### src/sv/signed_int_to_decimal_ascii_macros.svh
// Assertion macros shared by the signed integer to decimal text block.
`ifndef SIGNED_INT_TO_DECIMAL_ASCII_MACROS_SVH
`define SIGNED_INT_TO_DECIMAL_ASCII_MACROS_SVH

// Same-cycle implication, checked on clk, off while rst_n is low.
`define SIDA_ASSERT_NOW(lbl, ante, cons, msg) \
  lbl: assert property (@(posedge clk) disable iff (!rst_n) (ante) |-> (cons)) else $error(msg);

// Next-cycle implication, checked on clk, off while rst_n is low.
`define SIDA_ASSERT_NEXT(lbl, ante, cons, msg) \
  lbl: assert property (@(posedge clk) disable iff (!rst_n) (ante) |=> (cons)) else $error(msg);

`endif

### src/sv/sida_pkg.sv
// Shared constants and types for the signed integer to decimal text block.
`default_nettype none
package sida_pkg;

  localparam logic [6:0] CHAR_MINUS = 7'd45;
  localparam logic [6:0] CHAR_ZERO  = 7'd48;

  // Magnitude bits consumed by one conversion stage.
  localparam int STAGE_BITS = 8;

  typedef struct packed {
    logic valid;
    logic neg;
  } ctl_t;

endpackage
`default_nettype wire

### src/sv/sida_dabble.sv
// One pipeline stage of the shift-and-add-3 binary to BCD conversion.
`default_nettype none
module sida_dabble #(
  parameter int ND = 10,
  parameter int MW = 32,
  parameter int NB = 8
) (
  input  wire logic                clk,
  input  wire logic                rst_n,
  input  wire logic                take,
  input  wire logic                leave,
  input  wire sida_pkg::ctl_t      ctl_i,
  input  wire logic [4*ND-1:0]     bcd_i,
  input  wire logic [MW-1:0]       bin_i,
  output sida_pkg::ctl_t           ctl_o,
  output logic [4*ND-1:0]          bcd_o,
  output logic [MW-1:0]            bin_o
);

  sida_pkg::ctl_t     ctl_r;
  logic [4*ND-1:0]    bcd_r;
  logic [4*ND-1:0]    bcd_nxt;
  logic [MW-1:0]      bin_r;
  logic [MW-1:0]      bin_nxt;

  // Shift NB magnitude bits into the BCD word, adjusting digits before each shift.
  always_comb begin
    bcd_nxt = bcd_i;
    bin_nxt = bin_i;
    for (int j = 0; j < NB; j++) begin
      for (int d = 0; d < ND; d++) begin
        if (bcd_nxt[4*d +: 4] >= 4'd5) begin
          bcd_nxt[4*d +: 4] = bcd_nxt[4*d +: 4] + 4'd3;
        end
      end
      bcd_nxt = {bcd_nxt[4*ND-2:0], bin_nxt[MW-1]};
      bin_nxt = {bin_nxt[MW-2:0], 1'b0};
    end
  end

  always_ff @(posedge clk) begin
    if (!rst_n) begin
      ctl_r <= '0;
    end else if (take) begin
      ctl_r <= ctl_i;
    end else if (leave) begin
      ctl_r.valid <= 1'b0;
    end
  end

  always_ff @(posedge clk) begin
    if (take) begin
      bcd_r <= bcd_nxt;
      bin_r <= bin_nxt;
    end
  end

  assign ctl_o = ctl_r;
  assign bcd_o = bcd_r;
  assign bin_o = bin_r;

endmodule
`default_nettype wire

### src/sv/signed_int_to_decimal_ascii.sv
// A word accepted on start passes the input register, one BCD stage per 8 magnitude bits,
// the digit scan register and the emitter register on its way to out_strobe.
// Throughput: one character per cycle; a value lasts as long as its text, one digit per
// character plus the minus sign, and values can follow each other on the output with no gap.
// busy rises only while the pipeline is full behind the character emitter.
// rst_n is synchronous: it empties every stage and the emitter.
`default_nettype none
module signed_int_to_decimal_ascii #(
  parameter int VALUE_BITS = 32
) (
  input  wire logic                         clk,
  input  wire logic                         rst_n,
  input  wire logic                         start,
  output logic                              busy,
  input  wire logic signed [VALUE_BITS-1:0] in_value,
  output logic                              out_strobe,
  output logic [6:0]                        out_char_code,
  output logic                              out_last_char
);

  `include "signed_int_to_decimal_ascii_macros.svh"

  localparam int MW = VALUE_BITS;
  localparam int ND = ((VALUE_BITS - 1) * 30103) / 100000 + 1;
  localparam int BW = 4 * ND;
  localparam int IW = $clog2(ND);
  localparam int NS = (VALUE_BITS + sida_pkg::STAGE_BITS - 1) / sida_pkg::STAGE_BITS;
  localparam int LAST_NB = VALUE_BITS - sida_pkg::STAGE_BITS * (NS - 1);

  sida_pkg::ctl_t ctl_q [0:NS];
  logic [BW-1:0]  bcd_q [0:NS];
  logic [MW-1:0]  bin_q [0:NS];
  logic [NS+1:0]  free_w;

  sida_pkg::ctl_t ctl0_r;
  logic [MW-1:0]  mag0_r;
  logic [MW-1:0]  raw_w;
  logic [MW-1:0]  mag_w;
  logic           accept_w;

  sida_pkg::ctl_t lz_ctl_r;
  logic [BW-1:0]  lz_bcd_r;
  logic [IW-1:0]  lz_top_r;
  logic [IW-1:0]  lz_top_nxt;
  logic           lz_take_w;

  logic           em_active_r;
  logic           em_minus_r;
  logic [IW-1:0]  em_idx_r;
  logic [BW-1:0]  em_bcd_r;
  logic           em_last_w;
  logic           em_free_w;
  logic           em_load_w;
  logic [3:0]     em_digit_w;

  // Input stage: sign and magnitude; the most negative value wraps to 2^(VALUE_BITS-1).
  assign raw_w    = $unsigned(in_value);
  assign mag_w    = raw_w[MW-1] ? (~raw_w + {{(MW-1){1'b0}}, 1'b1}) : raw_w;
  assign accept_w = start && !busy;
  assign busy     = !free_w[0];

  always_ff @(posedge clk) begin
    if (!rst_n) begin
      ctl0_r <= '0;
    end else if (accept_w) begin
      ctl0_r.valid <= 1'b1;
      ctl0_r.neg   <= raw_w[MW-1];
    end else if (ctl0_r.valid && free_w[1]) begin
      ctl0_r.valid <= 1'b0;
    end
  end

  always_ff @(posedge clk) begin
    if (accept_w) begin
      mag0_r <= mag_w;
    end
  end

  assign ctl_q[0] = ctl0_r;
  assign bcd_q[0] = '0;
  assign bin_q[0] = mag0_r;

  // A stage is free when empty or when its word moves on this cycle.
  genvar gi;
  generate
    for (gi = 0; gi <= NS; gi++) begin : g_free
      assign free_w[gi] = !ctl_q[gi].valid || free_w[gi+1];
    end

    for (gi = 1; gi <= NS; gi++) begin : g_stage
      sida_dabble #(
        .ND (ND),
        .MW (MW),
        .NB ((gi < NS) ? sida_pkg::STAGE_BITS : LAST_NB)
      ) u_stage (
        .clk   (clk),
        .rst_n (rst_n),
        .take  (ctl_q[gi-1].valid && free_w[gi]),
        .leave (ctl_q[gi].valid && free_w[gi+1]),
        .ctl_i (ctl_q[gi-1]),
        .bcd_i (bcd_q[gi-1]),
        .bin_i (bin_q[gi-1]),
        .ctl_o (ctl_q[gi]),
        .bcd_o (bcd_q[gi]),
        .bin_o (bin_q[gi])
      );
    end
  endgenerate

  // Digit scan: position of the most significant nonzero digit, zero if none.
  always_comb begin
    lz_top_nxt = '0;
    for (int d = 1; d < ND; d++) begin
      if (bcd_q[NS][4*d +: 4] != 4'd0) begin
        lz_top_nxt = IW'(d);
      end
    end
  end

  assign free_w[NS+1] = !lz_ctl_r.valid || em_free_w;
  assign lz_take_w    = ctl_q[NS].valid && free_w[NS+1];

  always_ff @(posedge clk) begin
    if (!rst_n) begin
      lz_ctl_r <= '0;
    end else if (lz_take_w) begin
      lz_ctl_r <= ctl_q[NS];
    end else if (em_load_w) begin
      lz_ctl_r.valid <= 1'b0;
    end
  end

  always_ff @(posedge clk) begin
    if (lz_take_w) begin
      lz_bcd_r <= bcd_q[NS];
      lz_top_r <= lz_top_nxt;
    end
  end

  // Emitter: minus sign first, then digits from the top down; reload on the last one.
  assign em_last_w  = em_active_r && !em_minus_r && (em_idx_r == '0);
  assign em_free_w  = !em_active_r || em_last_w;
  assign em_load_w  = lz_ctl_r.valid && em_free_w;
  assign em_digit_w = em_bcd_r[em_idx_r*4 +: 4];

  always_ff @(posedge clk) begin
    if (!rst_n) begin
      em_active_r <= 1'b0;
      em_minus_r  <= 1'b0;
      em_idx_r    <= '0;
    end else if (em_load_w) begin
      em_active_r <= 1'b1;
      em_minus_r  <= lz_ctl_r.neg;
      em_idx_r    <= lz_top_r;
    end else if (em_last_w) begin
      em_active_r <= 1'b0;
    end else if (em_active_r) begin
      if (em_minus_r) begin
        em_minus_r <= 1'b0;
      end else begin
        em_idx_r <= em_idx_r - 1'b1;
      end
    end
  end

  always_ff @(posedge clk) begin
    if (em_load_w) begin
      em_bcd_r <= lz_bcd_r;
    end
  end

  assign out_strobe    = em_active_r;
  assign out_char_code = em_minus_r ? sida_pkg::CHAR_MINUS
                                    : (sida_pkg::CHAR_ZERO + {3'b000, em_digit_w});
  assign out_last_char = em_last_w;

  `SIDA_ASSERT_NEXT(a_accept_fills, accept_w, ctl_q[0].valid, "accepted word not captured")
  `SIDA_ASSERT_NEXT(a_stall_holds, ctl_q[NS].valid && !free_w[NS+1], ctl_q[NS].valid,
                    "stalled word dropped at last stage")
  `SIDA_ASSERT_NEXT(a_minus_then_digit, out_strobe && em_minus_r,
                    out_strobe && !em_minus_r, "minus sign not followed by a digit")
  `SIDA_ASSERT_NEXT(a_idle_after_last, out_strobe && out_last_char && !lz_ctl_r.valid,
                    !out_strobe, "character emitted with no word pending")

endmodule
`default_nettype wire

### config.mk
export PLATFORM = sky130hd
export DESIGN_NAME = signed_int_to_decimal_ascii
export DESIGN_NICKNAME = d
export VERILOG_FILES = /design/src/sv/sida_pkg.sv /design/src/sv/sida_dabble.sv /design/src/sv/signed_int_to_decimal_ascii.sv
export VERILOG_INCLUDE_DIRS = /design/src /design/src/sv
export SDC_FILE = /design/constraint.sdc
export NUM_CORES = 1
export LEC_CHECK = 0
export ABC_AREA = 1
export BUFFER_PORTS_ARGS = -buffer_cell sky130_fd_sc_hd__buf_2
export CORE_MARGIN = 2
export CORE_UTILIZATION = 40
export CTS_BUF_LIST = sky130_fd_sc_hd__clkbuf_4
export DETAILED_ROUTE_END_ITERATION = 10
export PLACE_DENSITY_LB_ADDON = 0.05
export REMOVE_ABC_BUFFERS = 1
export SLEW_MARGIN = 20
export SYNTH_ARGS = -nofsm -noshare
export SYNTH_HDL_FRONTEND = slang
export SYNTH_SLANG_ARGS = --single-unit
### constraint.sdc
create_clock -name clk -period 7.17 [get_ports clk]
set_input_delay 0.717 -clock clk [delete_from_list [all_inputs] [get_ports clk]]
set_output_delay 0.717 -clock clk [all_outputs]
set_load 0.05 [all_outputs]
======== Yosys cells after proc, flatten, opt, wreduce, memory -nomap -nowiden ========
Cells that the tools add are included.
word-level totals
  register bits ........................... 330
  latch bits .............................. 0
  bits in writable memories ............... 0
  ROM bits ................................ 0
  output and inout port bits .............. 10
  memories ................................ 0
operators by class
  $add $sub $neg .......................... 268
  $mul .................................... 0
  div/mod/pow operators ................... 0
  order comparisons ....................... 265
  eq/ne operators ......................... 2
  shift operators ......................... 1
  mux-type cells .......................... 296
  bitwise logic cells ..................... 1
  reduce and logical (&&, ||, !) cells .... 46
operators by type and width
  kind                     count
  $ge A4 B3 Y1 const B     255
  $mux W4                  252
  $add A4 B2 Y4 const B    234
  $mux W3                  22
  $add A3 B2 Y3 const B    21
  $shiftx A40 B7 Y4        1
  $reduce_bool A4 Y1       9
  $add A32 B1 Y32 const B  1
  $not A32 Y32             1
  $mux W31                 1
  $add A1 B2 Y3 const B    9
  $ge A1 B3 Y1 const B     9
  $mux W1                  20
  $reduce_bool A2 Y1       8
  $logic_and A1 B1 Y1      9
  $logic_not A1 Y1         9
  $add A6 B4 Y7 const A    1
  $logic_or A1 B1 Y1       7
  $mux W7                  1
  $logic_not A4 Y1         1
  $ne A2 B1 Y1 const B     2
  $sub A4 B1 Y4 const B    1
  $add A1 B2 Y3 const AB   1
  $ge A1 B3 Y1 const AB    1
  other kinds (3)          3

======== Logic depth before layout (Yosys ltp) ========
Gate-level depths: netlist of the first run.
  word-level depth ........................ 16
  depth in mapped cells ................... 48

======== Cells and area by module ========
A second synthesis of the first run with hierarchy kept.
second synthesis, totals
  cell total of the unflattened synthesis .. 6971
  area, all modules ....................... 45688.8 µm²
modules (own cells, without submodules)
  module                       times used  cells an instance  area an instance (µm²)
  sida_dabble                  4           1624               10057.1
  signed_int_to_decimal_ascii  1           475                5460.2

======== Worst setup path after synthesis of the first run ========
OpenSTA, ideal clock, no wires.
  path kind ............................... register to register
  start point ............................. register g_stage[3].u_stage.bcd_r[28]
  end point ............................... register g_stage[4].u_stage.bcd_r[38] (data pin)
  data arrival time ....................... 5.172 ns
  setup slack ............................. 1.731 ns
  stages on the path, launching flop included .. 39
  buffers on the path ..................... 0
  period minus slack after synthesis ...... 5.439 ns
  cells stage by stage .................... edfxtp_1 -> inv_1 -> ha_1 -> inv_1 -> ha_1 -> inv_1 -> nand2_2 -> xor2_2 -> ha_1 -> nand3_1 -> nand2_1 -> inv_1 -> nand3_1 -> nand2_1 -> inv_1 -> ha_1 -> nand2_1 -> nand4_1 -> [... 3 more ...] -> nand3_2 -> o21ai_2 -> nand2_4 -> xnor2_2 -> nand2_1 -> nand2_2 -> nand2_1 -> nand2_1 -> ha_1 -> inv_1 -> ha_1 -> a21o_1 -> xor2_1 -> ha_1 -> inv_1 -> or2_2 -> a21oi_1 -> a21oi_1
between the ends
  word-level cells in the longest chain between the ends .. 16
ends and longest elaborated chain
  what                                           RTL line                              text
  start: declaration                             sida_dabble.sv:21                     logic [4*ND-1:0] bcd_r;
  start signal: assignment                       sida_dabble.sv:53                     bcd_r <= bcd_nxt;
  $add A4 B2 Y4 or $ge A4 B3 Y1 (tied branches)  sida_dabble.sv:33, sida_dabble.sv:32
  $mux W4 *                                      sida_dabble.sv:32                     if (bcd_nxt[4*d +: 4] >= 4'd5) begin
  $add A4 B2 Y4 or $ge A4 B3 Y1 (tied branches)  sida_dabble.sv:33, sida_dabble.sv:32
  $mux W4                                        sida_dabble.sv:32
  $add A4 B2 Y4 (tied with other cells)          sida_dabble.sv:33                     bcd_nxt[4*d +: 4] = bcd_nxt[4*d +: 4] + 4'd3;
  $mux W4 or $mux W3 (tied branches)             sida_dabble.sv:32
  $add A4 B2 Y4 (tied with other cells)          sida_dabble.sv:33
  $mux W4 or $mux W3 (tied branches)             sida_dabble.sv:32
  $add A4 B2 Y4 (tied with other cells)          sida_dabble.sv:33
  $mux W4 or $mux W3 (tied branches)             sida_dabble.sv:32
  $add A4 B2 Y4 (tied with other cells)          sida_dabble.sv:33
  $mux W4 or $mux W3 (tied branches)             sida_dabble.sv:32
  $add A4 B2 Y4 (tied with other cells)          sida_dabble.sv:33
  $mux W4 or $mux W3 (tied branches)             sida_dabble.sv:32
  $ge A4 B3 Y1 or $add A3 B2 Y3 (tied branches)  sida_dabble.sv:32, sida_dabble.sv:33
  $mux W3 *                                      sida_dabble.sv:32
  via g_stage[4].u_stage.bcd_nxt[38]             sida_dabble.sv:22                     logic [4*ND-1:0] bcd_nxt;
  end signal: assignment                         sida_dabble.sv:53
  end: declaration                               sida_dabble.sv:21
The timed path passes the listed nets; every way through them passes the cells marked *.
A chain may end at the register's enable or synchronous reset.

======== Final worst setup path of the first run ========
Same ends and word-level chain as after synthesis.

==> summary.md, run 1 <==
| Metric | Value |
|---|---|
| Synth area leader | `edfxtp_1` |
| DR vias/cell | `4.84` |
| Clock root buffer | `clkbuf_4` |
| Clock-pin slew reported for the worst setup and hold paths after clock tree synthesis | `60 ps` |
| Maximum single-stage delay on the critical path | `410 ps` |
| Number of storage elements in the synthesis netlist | `284` |
| Count of routing violations after the opening detailed-route iteration | `933` |
| TritonCTS Buffers | `approximately 80` |
| DRC violation count after routing | `0` |
| Worst setup slack for register-to-register paths | `approximately 1100 ps` |
| Fraction of synthesis flops using an asynchronous set or reset pin | `0%` |
| Vias after detailed routing | `approximately 22000` |
| Final Hold Viols | `0` |
| Worst Hold Endpoint | `mag0_r[0]` |
| Most Frequent Cell on Critical Path | `nand2_1` |
| Clock skew | `between 40 and 50 ps` |
| Critical path launch point type | `register` |
| Antenna violations before repair | `5` |
| Worst EP required | `7700 ps` |
| Post-layout minimum cycle time | `between 6000 and 7000 ps` |
| Largest fanout on the critical path | `6` |
| Clock Latency Late Sink | `810 ps` |
| Gr usage total | `16.3%` |
| Sink Count | `284` |
| Layout cell share with drive strength beyond 1 | `about 15%` |
| Final wirelength | `52.4 mm` |
| Portion of synthesized cell area occupied by the leading cell type | `31.5%` |
| Number of nets at the end of the flow | `3800` |
| Predominant post-synthesis flop cell | `edfxtp_1` |
| Antenna viol nets, final | `0` |
| Clock tree from TritonCTS | `yes` |
| # H-tree levels | `3` |
| Routability congestion estimate | `0.814` |
| R2R cell count | `41` |
| Initial core utilization | `40.4%` |
| Overflow left after global routing | `0` |
| Total number of placement rows | `between 90 and 100` |
| Leading post-synthesis cells by instance count | `nand2_1 (1099), inv_1 (565), nand3_1 (346), edfxtp_1 (266), nand2_2 (161)` |
| Number of buffers inserted to repair setup after CTS | `0` |
| Synthesis warning total | `0` |
| Core Footprint | `62900 sq um` |
| Pin count of the biggest net entering global routing | `between 40 and 50` |
| Post-synthesis average cell area | `7.26 sq um` |
| Setup Viol. Count Final | `0` |
| Crit path buf inv count | `8` |
| Result of the run | `complete, no violations` |
| Arrival time worst endpoint | `roughly 6600 ps` |
| Crit Reg-Reg Endpoint | `g_stage[4].u_stage.bcd_o[38]` |
| Unrepaired setup endpoints after global routing | `no` |
| Height of the die | `256 microns` |
| Slew HR | `28.7%` |
| Area growth syn-to-layout | `8.85%` |
| Number of slew-limit violations in the final report | `0` |
| Top achievable clock speed | `0.164 GHz` |
| Netlist Area Pre-Place | `25400 sq um` |
| Library cell with the highest instance count after synthesis | `nand2_1` |
| Number of global-route vias before repair | `21298` |
| WS Path Type | `reg2reg` |
| Worst slew pin tran | `around 1100 ps` |
| Number of enable-type register cells in the synthesized netlist | `266` |
| CP delay by family, top | `simple AND/OR/NAND/NOR gates` |
| Horiz. Die Dim | `256 microns` |
| Slowest stage cell on the critical path | `edfxtp_1` |
| DPL Wire Length | `between 40 and 50 mm` |
| Worst r2r src | `g_stage[3].u_stage.bcd_o[28]` |
| Gate count of the mapped netlist | `~3500` |
| Hold Path Cell Cnt | `1` |
| DIE AREA | `approximately 65000 sq um` |
| HP Class | `in2reg` |
| Synth top area cells | `edfxtp_1 (31%), nand2_1 (16%), inv_1 (8.4%)` |
| Number of detailed-route iterations in the first pass | `5` |
| Worst Setup End Kind | `register` |
| Number of instances resized during post-cts repair | `0` |
| # hold bufs at CTS | `0` |
| Number of max-cap violations | `0` |
| WL/cell | `11.6 microns` |
| Cell variety after synth | `53` |
| Clock tree buffer depth | `3` |
| Part of the cycle the worst path needs | `84.9%` |
| Worst hold start | `in_value[0]` |
| First-pass GRT wire length | `91.4 mm` |
| Post-synthesis sequential area ratio | `32.9%` |
| Aggregate negative setup slack | `0 ps` |
| I/O pin count | `45` |
| # port buffers | `42` |
how the worst max path moves through the flow:
stage	cells after the start	to	from
2_1_floorplan	38	g_stage[4].u_stage.bcd_o[38]	g_stage[3].u_stage.bcd_o[28]
3_3_place_gp	41	g_stage[4].u_stage.bcd_o[38]	g_stage[3].u_stage.bcd_o[28]
3_5_place_dp	41	g_stage[4].u_stage.bcd_o[38]	g_stage[3].u_stage.bcd_o[28]
4_1_cts	41	g_stage[4].u_stage.bcd_o[38]	g_stage[3].u_stage.bcd_o[28]
5_1_grt	41	g_stage[4].u_stage.bcd_o[38]	g_stage[3].u_stage.bcd_o[28]
6_report	41	g_stage[4].u_stage.bcd_o[38]	g_stage[3].u_stage.bcd_o[28]
cells by family (layout without fill, tap and decap cells):
family,Yosys count,after routing,synth area share [%]
buffers and inverters,598,778,8.87
xor gates and xnor gates,101,101,4.05
adders and majority gates,146,146,7.20
AOI/OAI and AO/OA,319,319,7.90
muxes,3,3,0.123
and+or+nand+nor,2045,2045,38.9
other,2,3,0.0296
DFF,284,284,32.9
layout by cell type (no fill, tap or decap), types with 3 or more instances in the layout:
cell / n
o211ai_1: 13
edfxtp_1: 266
nand2_1: 1099
o221ai_1: 3
inv_1: 563
a21oi_1: 52
xor2_2: 10
a31o_2: 12
xnor2_2: 4
buf_4: 7
and2_1: 41
nand3_2: 101
nand2_4: 14
buf_2: 42
clkbuf_4: 102
a21o_1: 35
o21bai_1: 4
nor4_1: 10
nand3b_1: 18
o21ai_1: 40
xor2_1: 62
inv_2: 20
nor2_1: 88
ha_1: 146
nor3_1: 14
dfxtp_1: 18
nand2_2: 161
clkinv_2: 5
nand3_1: 346
o31ai_1: 4
and2_4: 10
nand4_1: 127
o22ai_1: 12
o21ai_2: 36
or2_2: 10
o21ai_0: 93
xnor2_1: 23
clkinv_1: 33
nor2_4: 3
worst register-to-register path: cells and delay by family, from the launching register on:
family / cells / cell delay, ps
compound gates: 4 / 890
buf+inv: 8 / 650
fa+ha+maj: 8 / 1420
flops: 1 / 410
xor+xnor: 2 / 430
simple gates: 19 / 2000
layout make-up:
cell class	instances	area, sq um
inverter	587	2200
timing repair buffer	49	263
multi-input combinational	2616	14800
tap	846	1060
sequential	284	8350
clock inverter	40	184
clock buffer	102	766
fill	6387	35200
antenna	1	2.50
flip-flops by register name, summed over array words and instances (netlist names):
register,count
em_bcd_r,40
mag0_r,32
g_stage.u_stage.ctl_o,8
lz_bcd_r,40
lz_ctl_r,2
lz_top_r,4
out_strobe,1
em_idx_r,4
em_minus_r,1
g_stage.u_stage.bcd_o,102
ctl0_r,2
g_stage.u_stage.bin_o,48
stage by stage:
step                hold WS (ps)  util, %  std cells  instance area (sq um)  setup slack [ps]
floorplan                    400        -       3487                  25300              1730
global placement             401     42.4       4382                  26700              1430
detailed placement           405     42.4       4382                  26700              1130
CTS                         14.7     44.0       4524                  27600              1090
global route                60.0     44.0       4525                  27600               310
finish                       141     44.0       4525                  27600              1090
per-layer routing:
metal  share of wire, %  up-vias  track usage (%)
met5              0.025        -                0
met2                 50      211             30.4
met1                 44     9741             18.2
li1                   -    11834                -
met3                3.3      103             2.75
met4                3.0        2             6.73
Power of run 1 is not shown: default switching activity piles up to over one toggle a cycle in this logic, so the estimate is an artifact.
==> inputs of run 2 (changes only) <==
==> constraint.sdc (replaced) <==
create_clock -name clk -period 5.2 [get_ports clk]
set_input_delay 0.52 -clock clk [delete_from_list [all_inputs] [get_ports clk]]
set_output_delay 0.52 -clock clk [all_outputs]
set_load 0.05 [all_outputs]
==> run 2 against run 1 <==
- global-route usage increased by 1.0 points
- first-iteration DRC count decreased by 11%
- final cell count increased by 12%
- flip-flop and latch count unchanged
- critical endpoint is now g_stage[4].u_stage.bcd_o[37]
- highest routed layer is now met4
- clock-buffer cell count increased by 15
- critical path depth decreased by 1
==> summary.md, run 2 (synthesis gave the netlist of run 1 again) <==
| Metric | Value |
|---|---|
| Final wirelength | `62.3 mm (+19%)` |
| Most Frequent Cell on Critical Path | `nand2_4` |
| DR vias/cell | `4.86 (+0.38%)` |
| Critical path launch point type | `register` |
| DPL Wire Length | `43.5 mm (+5.0%)` |
| Aggregate negative setup slack | `0 ps (unchanged)` |
| Pin count of the biggest net entering global routing | `46 (unchanged)` |
| Slowest stage cell on the critical path | `edfxtp_1` |
| Flip-flop count of the largest register, all copies and words added | `102 (unchanged)` |
| Routability congestion estimate | `0.837 (+2.8%)` |
| First-pass GRT wire length | `97.7 mm (+6.8%)` |
| Number of detailed-route iterations in the first pass | `5 (unchanged)` |
| Setup Viol. Count Final | `0 (unchanged)` |
| Clock root buffer | `clkbuf_4` |
| Clock-pin slew reported for the worst setup and hold paths after clock tree synthesis | `70 ps (about the same)` |
| Worst slew pin tran | `1010 ps (-46.4 ps)` |
| Number of nets at the end of the flow | `4324 (+14%)` |
| Sink Count | `284 (unchanged)` |
| WL/cell | `12.3 microns (+6.5%)` |
| Unrepaired setup endpoints after global routing | `yes` |
| Worst setup slack for register-to-register paths | `70 ps (-1020 ps)` |
| Clock Latency Late Sink | `850 ps (+40 ps)` |
| TritonCTS Buffers | `81 (unchanged)` |
| Number of slew-limit violations in the final report | `0 (unchanged)` |
| Height of the die | `256 microns (unchanged)` |
| Total number of placement rows | `92 (unchanged)` |
| DRC violation count after routing | `0 (unchanged)` |
| R2R cell count | `40 (-2.4%)` |
| Final Hold Viols | `0 (unchanged)` |
| Number of max-cap violations | `0 (unchanged)` |
| Antenna viol nets, final | `0 (unchanged)` |
| Antenna violations before repair | `2 (-3)` |
| Worst EP required | `5760 ps (-1940 ps)` |
| Fill cell total of the finished layout | `5677 (-11%)` |
| Slew HR | `32.4% (+3.6 points)` |
| I/O pin count | `45 (unchanged)` |
| DIE AREA | `65500 sq um (unchanged)` |
| WS Path Type | `reg2reg` |
| # H-tree levels | `3 (unchanged)` |
| Post-layout minimum cycle time | `5130 ps (-951 ps)` |
| Top achievable clock speed | `0.195 GHz (+19%)` |
| Clock tree from TritonCTS | `yes` |
| Crit Reg-Reg Endpoint | `g_stage[4].u_stage.bcd_o[37]` |
| Arrival time worst endpoint | `5700 ps (-910 ps)` |
| Result of the run | `complete, no violations` |
| Area growth syn-to-layout | `43.4%` |
| Worst Setup End Kind | `register` |
| Maximum single-stage delay on the critical path | `410 ps (about the same)` |
| Number of global-route vias before repair | `23063 (+8.3%)` |
| Clock skew | `68.9 ps (+27.8 ps)` |
| Commonest cells after routing, fill and taps aside | `nand2_1 (781), buf_4 (463), inv_1 (457)` |
| Gr usage total | `17.3% (+1.0 points)` |
| Worst r2r src | `g_stage[3].u_stage.bcd_o[29]` |
| Layout cell share with drive strength beyond 1 | `42.8% (+28 points)` |
| Source of the critical timing path | `g_stage[3].u_stage.bcd_o[29]` |
| Leading cell type in the layout, fill and taps excluded | `nand2_1` |
| Count of routing violations after the opening detailed-route iteration | `830 (-11%)` |
| Horiz. Die Dim | `256 microns (unchanged)` |
| Core Footprint | `62900 sq um (unchanged)` |
| Vias after detailed routing | `24549 (+12%)` |
| # port buffers | `42 (unchanged)` |
| HP Class | `in2reg` |
| Largest fanout on the critical path | `5 (-1)` |
| Initial core utilization | `40.4% (unchanged)` |
| Overflow left after global routing | `0 (unchanged)` |
| Clock tree buffer depth | `3 (unchanged)` |
| Part of the cycle the worst path needs | `98.7% (+14 points)` |
| Capture point of the critical path | `g_stage[4].u_stage.bcd_o[37]` |
==> run 2: changes by cell type in the layout (fill, tap and decap cells not counted), moves of 40 or more <==
cell	before	now
buf_4	7	463
nand2_1	1099	781
nand2_2	161	344
nand2_4	14	148
nand3_1	346	221
inv_1	563	457
nand3_4	2	108
inv_2	20	124
ha_1	146	50
ha_4	0	63
buf_6	0	40
==> run 2: per-layer routing <==
metal	GRT usage, %	routed length, microns	part of all wire [%]	up-vias
li1	-	-	-	12889
met3	2.63	1570	2.5	125
met5	0	0	0	-
met1	18.5	24400	39	11271
met4	6.45	1820	2.9	0
met2	33.8	34500	55	264
==> run 2: critical path: cells and delay by family, from the launching register on <==
kind | cells | cell delay, ps
and+or+nand+nor | 19 | 1790
adders and majority gates | 6 | 970
buffers and inverters | 9 | 730
xor gates and xnor gates | 4 | 640
DFF | 1 | 410
AOI/OAI and AO/OA | 2 | 360
==> run 2: cell type report <==
cell class	count	area, sq um	area share [%]
clock inverter	29	163	0.447
inverter	587	2210	6.08
sequential	284	8350	22.9
antenna	3	7.51	0.0206
clock buffer	117	878	2.41
timing repair buffer	573	4420	12.1
tap	846	1060	2.91
multi-input combinational	2616	19300	53.1
==> run 2: repair_timing <==
| item | CTS | global route |
|---|---|---|
| hold endpoints to repair | 35 | 0 |
| pin swaps | 113 | 449 |
| buffers inserted | 63 | 146 |
| cloned | 0 | 0 |
| endpoints found under the setup margin | 68 | 82 |
| gates resized for setup | 202 | 960 |
| hold buffers | 28 | 0 |
==> run 2: worst min path at each step <==
stage                                         endpoint  slack, ps  cells past startpoint                         from
after global routing                        mag0_r[23]         30                      3                 in_value[23]
final                                       mag0_r[23]         90                      3                 in_value[23]
after floorplan                            em_bcd_r[0]        400                      0                  lz_bcd_r[0]
after CTS                                   mag0_r[21]         10                      2                 in_value[21]
after global placement    g_stage[2].u_stage.bin_o[16]        400                      0  g_stage[1].u_stage.bin_o[8]
after detailed placement                  em_bcd_r[16]        400                      0                 lz_bcd_r[16]
==> run 2: per-stage QoR <==
stage	utilization (%)	cells	cell area, sq um	hold WS, ps	setup WS, ps
final	57.9	5055	36400	93.8	66.6
after global routing	57.9	5055	36400	26.7	-229
after CTS	50.0	4913	31400	11.3	-9.90
after detailed placement	46.0	4676	28900	405	-540
after global placement	46.0	4676	28900	401	-262
after floorplan	-	3487	25300	400	-239
Power of run 2 is left out for the same reason.
==> inputs of run 3 (changes only) <==
--- a/config.mk
+++ b/config.mk
@@ -8,13 +8,14 @@
 export LEC_CHECK = 0
 export ABC_AREA = 1
 export BUFFER_PORTS_ARGS = -buffer_cell sky130_fd_sc_hd__buf_2
+export CORE_ASPECT_RATIO = 1.5
 export CORE_MARGIN = 2
 export CORE_UTILIZATION = 40
 export CTS_BUF_LIST = sky130_fd_sc_hd__clkbuf_4
 export DETAILED_ROUTE_END_ITERATION = 10
 export PLACE_DENSITY_LB_ADDON = 0.05
+export RECOVER_POWER = 100
 export REMOVE_ABC_BUFFERS = 1
-export SLEW_MARGIN = 20
 export SYNTH_ARGS = -nofsm -noshare
 export SYNTH_HDL_FRONTEND = slang
 export SYNTH_SLANG_ARGS = --single-unit
==> run 3 against run 2 <==
- the flow now finishes with violations (max-capacitance violations, max-slew violations, negative setup slack)
- cell area up 2.0%
- clock-buffer cell count down 12
- clock skew up 2.7 ps
- worst setup slack worse by 130 ps
- die area about the same
- via count up 1.7%
- critical path depth unchanged
- first-iteration DRC count down 23%
- sequential share of layout area down 0.44 points
- critical path type unchanged
==> summary.md, run 3 (synthesis gave the netlist of run 1 again) <==
| Metric | Value |
|---|---|
| Commonest cells after routing, fill and taps aside | `nand2_1 (760), buf_4 (452), inv_1 (446)` |
| Height of the die | `313 microns (+22%)` |
| R2R cell count | `40 (unchanged)` |
| Worst hold start | `in_value[23]` |
| Layout cell share with drive strength beyond 1 | `43.9% (+1.1 points)` |
| Final core utilization | `58.9% (+0.95 points)` |
| Busiest layer in global routing | `met2` |
| DR vias/cell | `4.97 (+2.3%)` |
| Pin count of the biggest net entering global routing | `46 (unchanged)` |
| Post-layout minimum cycle time | `5260 ps (+127 ps)` |
| First-pass GRT wire length | `96.1 mm (-1.6%)` |
| Slew HR | `-45.9% (-78 points)` |
| Number of detailed-route iterations in the first pass | `7 (+2)` |
| HP Class | `in2reg` |
| Slowest stage cell on the critical path | `edfxtp_1` |
| Unrepaired setup endpoints after global routing | `yes` |
| Clock root buffer | `clkbuf_4` |
| Total number of placement rows | `113 (+23%)` |
| # port buffers | `42 (unchanged)` |
| Top achievable clock speed | `0.190 GHz (-2.4%)` |
| DRC violation count after routing | `0 (unchanged)` |
| DIE AREA | `65500 sq um (about the same)` |
| # H-tree levels | `3 (unchanged)` |
| I/O pin count | `45 (unchanged)` |
| Clock tree from TritonCTS | `yes` |
| DPL Wire Length | `43.1 mm (-1.0%)` |
| Worst-case hold slack | `98.8 ps (+4.93 ps)` |
| Part of the cycle the worst path needs | `101% (+2.4 points)` |
| Source of the critical timing path | `g_stage[3].u_stage.bcd_o[28]` |
| Crit Reg-Reg Endpoint | `g_stage[4].u_stage.bcd_o[37]` |
| Worst r2r src | `g_stage[3].u_stage.bcd_o[28]` |
| Worst slew pin tran | `2190 ps (+1170 ps)` |
| Antenna viol nets, final | `0 (unchanged)` |
| Overflow left after global routing | `0 (unchanged)` |
| Worst Hold Endpoint | `mag0_r[23]` |
| Number of global-route vias before repair | `23931 (+3.8%)` |
| Initial core utilization | `40.3% (-0.13 points)` |
| Hold Path Cell Cnt | `3 (unchanged)` |
| Number of max-cap violations | `3 (+3)` |
| Count of routing violations after the opening detailed-route iteration | `636 (-23%)` |
| Post-route worst setup slack | `-60.0 ps (-127 ps)` |
| Flip-flop count of the largest register, all copies and words added | `102 (unchanged)` |
| Clock-pin slew reported for the worst setup and hold paths after clock tree synthesis | `70 ps (about the same)` |
| Core Footprint | `63100 sq um (+0.33%)` |
| Final Hold Viols | `0 (unchanged)` |
| Largest fanout on the critical path | `4 (-1)` |
| Vias after detailed routing | `24956 (+1.7%)` |
| Final wirelength | `62.2 mm (-0.14%)` |
| Maximum single-stage delay on the critical path | `400 ps (about the same)` |
| Most Frequent Cell on Critical Path | `nand2_2` |
| Clock tree buffer depth | `3 (unchanged)` |
| Worst setup slack for register-to-register paths | `-60 ps (-130 ps)` |
| Leading cell type in the layout, fill and taps excluded | `nand2_1` |
| TritonCTS Buffers | `75 (-7.4%)` |
| Violated checks | `max-capacitance violations, max-slew violations, negative setup slack` |
| Result of the run | `complete, but fails checks` |
| WS Path Type | `reg2reg` |
| Worst Setup End Kind | `register` |
| Critical path launch point type | `register` |
| Antenna violations before repair | `5 (+3)` |
| Number of slew-limit violations in the final report | `95 (+95)` |
| Horiz. Die Dim | `210 microns (-18%)` |
| Gr usage total | `17.0% (-0.25 points)` |
| Met1 Track Usage GR | `14.9% (-3.5 points)` |
| Clock skew | `71.7 ps (+2.75 ps)` |
| Number of nets at the end of the flow | `4342 (+0.42%)` |
| Post-route standard cell area excluding fillers | `37100 sq um (+2.0%)` |
| Clock Latency Late Sink | `870 ps (+20 ps)` |
| Area growth syn-to-layout | `46.3%` |
| WL/cell | `12.4 microns (+0.48%)` |
| Routability congestion estimate | `0.821 (-1.9%)` |
| Worst EP required | `5750 ps (about the same)` |
| Met2 global-route usage | `37.0% (+3.1 points)` |
| Setup Viol. Count Final | `2 (+2)` |
| Sink Count | `284 (unchanged)` |
| Standard cell area after detailed placement | `28800 sq um (-0.26%)` |
| Fraction of met3 tracks used by global routing | `2.61% (-0.022 points)` |
| Arrival time worst endpoint | `5810 ps (+110 ps)` |
## run 3: metrics by stage
step	setup TNS [ps]	std cells	setup WS, ps
finish	-116	5024	-60.0
global route	-14440	5024	-383
CTS	-3.77	4877	-3.77
detailed placement	-15250	4632	-552
global placement	-3770	4632	-304
floorplan	-889	3487	-239
## run 3: how the worst max path moves through the flow
stage                                              end  slack, ps  cells after the start
final                     g_stage[4].u_stage.bcd_o[37]        -60                     40
after global routing      g_stage[4].u_stage.bcd_o[38]       -380                     41
after CTS                 g_stage[4].u_stage.bcd_o[37]         -4                     41
after detailed placement  g_stage[4].u_stage.bcd_o[37]       -550                     40
after global placement    g_stage[4].u_stage.bcd_o[38]       -300                     38
after floorplan           g_stage[4].u_stage.bcd_o[38]       -240                     38
## run 3: layout make-up
cell class	instances	area, sq um
clock buffers	105	788
repair buffers	597	4670
diodes	4	10.0
flip-flops and latches	284	8350
multi-input cells	2616	19900
clock inverters	26	213
inverters	587	2220
fillers	5671	25900
well taps	805	1010
## run 3: repair_timing
action | CTS | global route
hold buffers | 31 | 0
gates resized for setup | 286 | 1039
pin swaps | 170 | 483
endpoints found under the hold margin | 38 | 0
endpoints found under the setup margin | 73 | 84
setup buffers | 85 | 154
## run 3: per-layer routing
| metal | vias to the layer above | share of wire, % |
|---|---|---|
| li1 | 12907 | - |
| met1 | 11687 | 34 |
| met2 | 236 | 62 |
| met3 | 118 | 2.2 |
| met4 | 8 | 2.5 |
| met5 | - | 0.068 |
## run 3: critical path, delay by kind of cell (launching register included)
kind / cells / cell delay (ps)
AOI/OAI and AO/OA: 3 / 500
buffers and inverters: 8 / 560
xor gates and xnor gates: 3 / 460
DFF: 1 / 400
and+or+nand+nor: 18 / 1690
adders and majority gates: 8 / 1330
Power of run 3 is left out for the same reason.
